--- config.mk ---
export PLATFORM = sky130hd
export DESIGN_NAME = interval_running_average
export DESIGN_NICKNAME = d
export VERILOG_FILES = /design/src/irav_pkg.sv /design/src/interval_running_average.sv /design/src/irav_div.sv /design/src/irav_datapath.sv /design/src/irav_ctrl.sv
export SDC_FILE = /design/constraint.sdc
export NUM_CORES = 2
export LEC_CHECK = 0
export BUFFER_PORTS_ARGS = -buffer_cell sky130_fd_sc_hd__buf_4
export CAP_MARGIN = 30
export CORE_AREA = 10 10 567 569
export CTS_CLUSTER_SIZE = 24
export DETAILED_ROUTE_END_ITERATION = 12
export DIE_AREA = 0 0 577 579
export GPL_TIMING_DRIVEN = 0
export PLACE_DENSITY_LB_ADDON = 0.2
export SYNTH_ARGS = -nofsm -noshare
export SYNTH_HDL_FRONTEND = slang
export SYNTH_HIERARCHICAL = 1
export SYNTH_SLANG_ARGS = --single-unit
--- constraint.sdc ---
create_clock -name clk -period 7.7 [get_ports clk]
set_input_delay 1.54 -clock clk [delete_from_list [all_inputs] [get_ports clk]]
set_output_delay 1.54 -clock clk [all_outputs]
set_load 0.05 [all_outputs]
--- src/irav_pkg.sv ---
// Shared types and constants of the interval running average block.
`default_nettype none

package irav_pkg;

  localparam int CFG_W    = 7;
  localparam int TIME_W   = 32;
  localparam int WSIZE_RST = 8;

  typedef enum logic [2:0] {
    S_IDLE,
    S_READ,
    S_UPDATE,
    S_DIV,
    S_WAIT,
    S_OUT
  } state_t;

  typedef struct packed {
    logic capture;
    logic read;
    logic update;
    logic div_start;
    logic load_out;
  } cmd_t;

  typedef struct packed {
    logic started;
    logic div_done;
    logic out_free;
  } status_t;

endpackage

`default_nettype wire

--- src/interval_running_average.sv ---
// Interval running average: mean of the last mark-to-mark intervals.
//
// Input channel (in_valid/in_ready, mark_time_ms) takes one mark request
// at a time; every mark yields one result request on the output channel
// (out_valid/out_ready, average_ms, sample_count, window_full).
// The first mark after reset only records its timestamp. Later marks
// store the wrapped interval in a ring sized by the window register.
// A mark with a stored interval passes through READ, UPDATE, DIV,
// WAIT and OUT; the first mark skips READ and UPDATE. The bit-serial
// divider, one quotient bit per cycle over the running sum, works in
// WAIT. in_ready rises again when the result enters the output
// register. If the receiver stalls, the finished result waits in the
// controller until the output register frees, and the next mark is
// not taken. Reset is synchronous: the window size returns to 8 and
// the ring, sum, timestamp and flags clear; ring contents need no
// clearing. cfg_we writes the window size and empties the ring; the
// user must use it only while idle, which the block does not enforce.
`default_nettype none

module interval_running_average #(
  parameter int WINDOW_MAX = 64,
  localparam int CW = $clog2(WINDOW_MAX + 1)
) (
  input  wire logic                        clk,
  input  wire logic                        rst,
  input  wire logic                        cfg_we,
  input  wire logic [irav_pkg::CFG_W-1:0]  cfg_wdata,
  input  wire logic                        in_valid,
  output logic                             in_ready,
  input  wire logic [irav_pkg::TIME_W-1:0] mark_time_ms,
  output logic                             out_valid,
  input  wire logic                        out_ready,
  output logic [irav_pkg::TIME_W-1:0]      average_ms,
  output logic [CW-1:0]                    sample_count,
  output logic                             window_full
);

  irav_pkg::cmd_t    cmd;
  irav_pkg::status_t status;

  irav_ctrl u_ctrl (
    .clk      (clk),
    .rst      (rst),
    .in_valid (in_valid),
    .in_ready (in_ready),
    .status   (status),
    .cmd      (cmd)
  );

  irav_datapath #(
    .WINDOW_MAX(WINDOW_MAX),
    .CW        (CW)
  ) u_dp (
    .clk          (clk),
    .rst          (rst),
    .cfg_we       (cfg_we),
    .cfg_wdata    (cfg_wdata),
    .mark_time_ms (mark_time_ms),
    .cmd          (cmd),
    .status       (status),
    .out_ready    (out_ready),
    .out_valid    (out_valid),
    .average_ms   (average_ms),
    .sample_count (sample_count),
    .window_full  (window_full)
  );

endmodule

`default_nettype wire

--- src/irav_div.sv ---
// Radix-2 restoring divider, one quotient bit per cycle.
`default_nettype none

module irav_div #(
  parameter int DW = 38,
  parameter int VW = 7
) (
  input  wire logic          clk,
  input  wire logic          rst,
  input  wire logic          start,
  input  wire logic [DW-1:0] dividend,
  input  wire logic [VW-1:0] divisor,
  output logic               done,
  output logic [DW-1:0]      quotient
);

  localparam int NW = $clog2(DW + 1);

  logic          busy;
  logic [NW-1:0] step;
  logic [VW-1:0] rem;
  logic [VW-1:0] dvs;
  logic [VW:0]   trial;
  logic          ge;

  always_comb begin
    trial = {rem, quotient[DW-1]};
    ge    = trial >= {1'b0, dvs};
  end

  always_ff @(posedge clk) begin
    if (rst) begin
      busy <= 1'b0;
      done <= 1'b0;
      step <= '0;
    end else begin
      done <= 1'b0;
      if (start && !busy) begin
        busy <= 1'b1;
        step <= '0;
      end else if (busy) begin
        step <= step + NW'(1);
        if (step == NW'(DW - 1)) begin
          busy <= 1'b0;
          done <= 1'b1;
        end
      end
    end
  end

  always_ff @(posedge clk) begin
    if (start && !busy) begin
      quotient <= dividend;
      rem      <= '0;
      dvs      <= divisor;
    end else if (busy) begin
      rem      <= ge ? VW'(trial - {1'b0, dvs}) : trial[VW-1:0];
      quotient <= {quotient[DW-2:0], ge};
    end
  end

endmodule

`default_nettype wire

--- src/irav_datapath.sv ---
// Datapath: interval ring, running sum, divider and result register.
`default_nettype none

module irav_datapath #(
  parameter int WINDOW_MAX = 64,
  parameter int CW         = 7
) (
  input  wire logic                         clk,
  input  wire logic                         rst,
  input  wire logic                         cfg_we,
  input  wire logic [irav_pkg::CFG_W-1:0]   cfg_wdata,
  input  wire logic [irav_pkg::TIME_W-1:0]  mark_time_ms,
  input  wire irav_pkg::cmd_t               cmd,
  output irav_pkg::status_t                 status,
  input  wire logic                         out_ready,
  output logic                              out_valid,
  output logic [irav_pkg::TIME_W-1:0]       average_ms,
  output logic [CW-1:0]                     sample_count,
  output logic                              window_full
);

  localparam int PW = (WINDOW_MAX > 1) ? $clog2(WINDOW_MAX) : 1;
  localparam int SW = irav_pkg::TIME_W + PW;
  localparam int EW = (CW > irav_pkg::CFG_W) ? CW : irav_pkg::CFG_W;
  localparam int TW = irav_pkg::TIME_W;

  logic [irav_pkg::CFG_W-1:0] win_size;
  logic [PW-1:0]              write_position;
  logic                       full_flag;
  logic                       started_flag;
  logic [TW-1:0]              last_mark_time;
  logic [SW-1:0]              running_sum;
  logic [TW-1:0]              now_q;
  logic [TW-1:0]              rd_data;
  logic [CW-1:0]              count_q;
  logic [TW-1:0]              mem [WINDOW_MAX];

  logic [EW-1:0] wsz_ext;
  logic [CW-1:0] weff;
  logic [CW-1:0] wp_ext;
  logic [PW-1:0] pos;
  logic [CW-1:0] pos_inc;
  logic          wrap;
  logic [PW-1:0] pos_next;
  logic [TW-1:0] interval;
  logic [TW-1:0] old_val;
  logic [SW-1:0] sum_next;
  logic [CW-1:0] count;
  logic          div_done;
  logic [SW-1:0] quotient;

  always_comb begin
    wsz_ext = EW'(win_size);
    if (wsz_ext == '0) begin
      weff = CW'(1);
    end else if (wsz_ext > EW'(WINDOW_MAX)) begin
      weff = CW'(WINDOW_MAX);
    end else begin
      weff = CW'(wsz_ext);
    end
    wp_ext   = CW'(write_position);
    pos      = (wp_ext >= weff) ? '0 : write_position;
    pos_inc  = CW'(pos) + CW'(1);
    wrap     = pos_inc >= weff;
    pos_next = wrap ? '0 : pos_inc[PW-1:0];
    interval = now_q - last_mark_time;
    old_val  = full_flag ? rd_data : '0;
    sum_next = running_sum + SW'(interval) - SW'(old_val);
    count    = full_flag ? weff : wp_ext;
  end

  always_ff @(posedge clk) begin
    if (rst) begin
      win_size       <= irav_pkg::CFG_W'(irav_pkg::WSIZE_RST);
      write_position <= '0;
      full_flag      <= 1'b0;
      started_flag   <= 1'b0;
      last_mark_time <= '0;
      running_sum    <= '0;
    end else begin
      if (cfg_we) begin
        win_size       <= cfg_wdata;
        write_position <= '0;
        full_flag      <= 1'b0;
        running_sum    <= '0;
      end else if (cmd.update) begin
        write_position <= pos_next;
        running_sum    <= sum_next;
        last_mark_time <= now_q;
        if (wrap) begin
          full_flag <= 1'b1;
        end
      end
      if (cmd.capture && !started_flag) begin
        started_flag   <= 1'b1;
        last_mark_time <= mark_time_ms;
      end
    end
  end

  always_ff @(posedge clk) begin
    if (cmd.capture) begin
      now_q <= mark_time_ms;
    end
    if (cmd.div_start) begin
      count_q <= count;
    end
  end

  always_ff @(posedge clk) begin
    if (cmd.update) begin
      mem[pos] <= interval;
    end
    if (cmd.read) begin
      rd_data <= mem[pos];
    end
  end

  irav_div #(
    .DW(SW),
    .VW(CW)
  ) u_div (
    .clk      (clk),
    .rst      (rst),
    .start    (cmd.div_start),
    .dividend (running_sum),
    .divisor  (count),
    .done     (div_done),
    .quotient (quotient)
  );

  always_ff @(posedge clk) begin
    if (rst) begin
      out_valid <= 1'b0;
    end else if (cmd.load_out) begin
      out_valid <= 1'b1;
    end else if (out_ready) begin
      out_valid <= 1'b0;
    end
  end

  always_ff @(posedge clk) begin
    if (cmd.load_out) begin
      average_ms   <= (count_q == '0) ? '0 : quotient[TW-1:0];
      sample_count <= count_q;
      window_full  <= full_flag;
    end
  end

  always_comb begin
    status.started  = started_flag;
    status.div_done = div_done;
    status.out_free = !out_valid || out_ready;
  end

endmodule

`default_nettype wire

--- src/irav_ctrl.sv ---
// Controller state machine sequencing one mark through the datapath.
`default_nettype none

module irav_ctrl (
  input  wire logic              clk,
  input  wire logic              rst,
  input  wire logic              in_valid,
  output logic                   in_ready,
  input  wire irav_pkg::status_t status,
  output irav_pkg::cmd_t         cmd
);

  irav_pkg::state_t state;
  irav_pkg::state_t state_next;

  always_ff @(posedge clk) begin
    if (rst) begin
      state <= irav_pkg::S_IDLE;
    end else begin
      state <= state_next;
    end
  end

  always_comb begin
    state_next = state;
    cmd        = '0;
    in_ready   = 1'b0;
    unique case (state)
      irav_pkg::S_IDLE: begin
        in_ready = 1'b1;
        if (in_valid) begin
          cmd.capture = 1'b1;
          state_next  = status.started ? irav_pkg::S_READ : irav_pkg::S_DIV;
        end
      end
      irav_pkg::S_READ: begin
        cmd.read   = 1'b1;
        state_next = irav_pkg::S_UPDATE;
      end
      irav_pkg::S_UPDATE: begin
        cmd.update = 1'b1;
        state_next = irav_pkg::S_DIV;
      end
      irav_pkg::S_DIV: begin
        cmd.div_start = 1'b1;
        state_next    = irav_pkg::S_WAIT;
      end
      irav_pkg::S_WAIT: begin
        if (status.div_done) begin
          state_next = irav_pkg::S_OUT;
        end
      end
      irav_pkg::S_OUT: begin
        if (status.out_free) begin
          cmd.load_out = 1'b1;
          state_next   = irav_pkg::S_IDLE;
        end
      end
      default: begin
        state_next = irav_pkg::S_IDLE;
      end
    endcase
  end

endmodule

`default_nettype wire

==> results.toml <==
[synth]
syn_area_um2 = 92600
yosys.area_share.simple_pct = 4.44
ys.flop_type = "edfxtp_1"
synthAdderAreaFrac_pct = 1.98
synth.area.top_cells = "edfxtp_1 72%, mux2i_1 4.3%, dfxtp_1 2.2%"
synthDistinctLibCells = 95
avgSynthCellArea_um2 = 15.9
yosys_warnings = 6
synth-xor-area-share_pct = 0.615
synth_largest_area_cell = "edfxtp_1"
synth_cells = 5805
synth_top_area_share_pct = 71.5
synth.area.mux_share_pct = 6.55
ys_ff_latch = 2308
seq_area_frac_synth_pct = 73.8
synth_compound_area_share_pct = 10.3
synth_edf_count = 2204
async_flop_share_pct = 0
synth_top_family_by_area = "compound AO/OA/AOI/OAI gates"
syn-num-nets = 5975

[placed_design]
gp_congestion = 0.905
dpl-instance-area_um2 = 103000
pre_cts_slack_ns = 0.227
dp.cells = 10254
io_buffer_count = 85
hpwl_mm = 241

[setup_path]
cp_common_cell = "buf_2"
cpLargestDelayFamily = "buffers and inverters"
end_kind = "register"
worst_setup_path_start_kind = "register"
r2r_setup_slack_ns = -0.02
path_buf_inv = 7
cp.required_ns = 8.27
setup.worst_path.end = "u_dp/mem[11][11]$_DFFE_PP_"
cp_slowest_stage_delay_ns = 1.08
critPathSlowestCell = "nor2_4"
path_class = "register to register"
crit_cells = 14
cp.arrival_ns = 8.29
crit_chain = "buf_2, clkinv_1, clkbuf_1, ha_1, nand2b_1, a21o_1, a21o_1, a211oi_1, buf_2, buf_2, buf_2, nand3_1, nor2_4, buf_12"
critPathLaunch = "u_dp/write_position[0]$_SDFFE_PP0P_"
reg2reg_from = "u_dp/write_position[0]$_SDFFE_PP0P_"
r2r-end = "u_dp/mem[11][11]$_DFFE_PP_"
cp_max_fo = 17
ff2ff_path_depth = 14

[sta]
fin_tns_setup_ns = -0.0642
max_freq_mhz = 130
hold_viol = 0
period_needed_ns = 7.72
skew_ns = 0.0540
worst_slack_ns = -0.0154
slew_headroom_pct = 25.8
setup_viol = 9
rsz0062_at_grt = "false"
slew_violations = 0
fin_crit_sh_pct = 100
worstMarginPinSlew_ns = 1.11

[finish]
final_common_cell = "edfxtp_1"
drive_gt1_share_pct = 17.4
final_cell_mix = "2204 x edfxtp_1, 400 x mux2i_1, 399 x a21oi_1, 281 x nand2_1, 244 x clkbuf_16"
area_delta_synth_final_pct = 19.7
nets = 6535
final_cells = 10717
n_fill_cell = 29547
final_area_um2 = 111000
final_util_pct = 35.7

[global_routing]
grt_first_pass_wirelength_mm = 465
antenna_found_initial = 21
grt_overflow_total = 0
grtUsageTotal_pct = 19.7
grt_pass1_vias = 55553
grt_max_degree = 65

[run_status]
outcome = "complete, but fails checks"
failed_checks = "negative setup slack"

[die]
die-area_um2 = 334000
start_util_pct = 29.8
die_width_um = 577
die_y_um = 579
core_um2 = 310000
rows = 205
num_io_pins = 86

[detailed_routing]
wl_per_cell_um = 32.0
ant_nets = 0
drc = 0
vias = 57806
drtIter0Drc = 7864
dr.pass1.iters = 9
via_per_inst = 5.39
finalWirelength_mm = 342

[clock_network]
path_clk_slew_ns = 0.06
insertion_delay_ns = 0.93
ctsResizeCount = 0
numCtsBuffers = 243
hold_buffers = 0
cts.sink_count = 2308
post_cts.repair.setup_buffers = 0
tritoncts = "done"
htree_levels = 4
cts_buffer_depth = 4
cts_root_buf = "clkbuf_16"

[hold_path]
hold_class = "register to register"

[pwr]
power_density_nw_per_um2 = 313
p_leak_nw = 34.8
ir_drop_v = 0.000252

[run]
maxCapViolations = 0
cells by family after synthesis:
| logic type | after synthesis |
|---|---|
| flops | 2308 |
| simple gates | 892 |
| buf+inv | 517 |
| compound gates | 1314 |
| mux | 583 |
| xor+xnor | 65 |
| fa+ha+maj | 126 |
per-layer routing:
layer | GRT usage (%) | routed length [µm]
met3 | 4.02 | 30800
met1 | 26.7 | 140000
met2 | 30.8 | 153000
met5 | 0 | 25
met4 | 8.68 | 17800
area by class of cell:
cell class	count	area (µm²)	area share [%]
Antenna cell	16	40.0	0.0362
Tap cell	4140	5180	4.68
Clock buffer	295	6360	5.74
Sequential cell	2308	68300	61.6
Buffer	327	1490	1.35
Multi-Input combinational cell	2980	22900	20.6
Clock inverter	146	1640	1.48
Inverter	190	743	0.671
Timing Repair Buffer	315	4170	3.77
synthesized netlist by cell type, drive strengths merged (6+ instances only):
library cell / count
a2111oi: 50
a211oi: 64
a21o: 39
a21oi: 401
a221o: 7
a221oi: 62
a222oi: 130
a22o: 24
a22oi: 175
a31oi: 18
and2: 71
and3: 9
buf: 174
clkbuf: 153
dfxtp: 104
edfxtp: 2204
fa: 34
ha: 92
inv: 189
mux2: 183
mux2i: 400
nand2: 281
nand2b: 15
nand3: 56
nand4: 42
nor2: 280
nor2b: 10
nor3: 57
nor4: 30
o211ai: 21
o21a: 9
o21ai: 69
o21bai: 12
o221ai: 24
o22a: 102
o22ai: 45
o2bb2ai: 10
o31ai: 6
or2: 9
or3: 10
xnor2: 35
xor2: 30
registers in the layout, summed over array words and instances, names as in the netlist, 32 cells and up:
name	count
u_dp/mem	2048
u_dp/u_div/quotient	38
u_dp/running_sum	38
u_dp/now_q	32
u_dp/rd_data	32
u_dp/average_ms	32
u_dp/last_mark_time	32
worst register-to-register path, cell delays in order (launching register included):
cell	delay (ns)
dfxtp_1	0.30
buf_2	0.31
clkinv_1	0.63
clkbuf_1	0.63
ha_1	0.46
nand2b_1	0.14
a21o_1	0.20
a21o_1	0.27
a211oi_1	0.79
buf_2	0.42
buf_2	0.52
buf_2	0.50
nand3_1	0.80
nor2_4	1.08
buf_12	0.29
through the flow:
stage,total power [W],hold WS [ns]
floorplan,0.0197,0.427
global placement,0.0225,0.442
detailed placement,0.0229,0.445
CTS,0.0348,0.461
global route,0.0359,0.465
finish,0.0347,0.459
worst min path at each step:
stage / startpoint / end / slack [ns] / cells past startpoint
6_report: u_dp/count_q[4]$_DFFE_PP_ / u_dp/sample_count[4]$_DFFE_PP_ / 0.46 / 0
5_1_grt: u_dp/count_q[2]$_DFFE_PP_ / u_dp/sample_count[2]$_DFFE_PP_ / 0.47 / 0
4_1_cts: u_dp/count_q[2]$_DFFE_PP_ / u_dp/sample_count[2]$_DFFE_PP_ / 0.46 / 0
3_5_place_dp: u_dp/count_q[1]$_DFFE_PP_ / u_dp/sample_count[1]$_DFFE_PP_ / 0.45 / 0
3_3_place_gp: u_dp/count_q[3]$_DFFE_PP_ / u_dp/sample_count[3]$_DFFE_PP_ / 0.44 / 0
2_1_floorplan: u_dp/count_q[2]$_DFFE_PP_ / u_dp/sample_count[2]$_DFFE_PP_ / 0.43 / 0
power by group:
part,switching (W),leakage (nW),total [W],internal (W)
Clock,0.00499,3.91,0.0120,0.00698
Combinational,0.00504,10.2,0.00707,0.00203
Sequential,0.000116,20.7,0.0157,0.0156
Power figures use the tool's default switching activity.
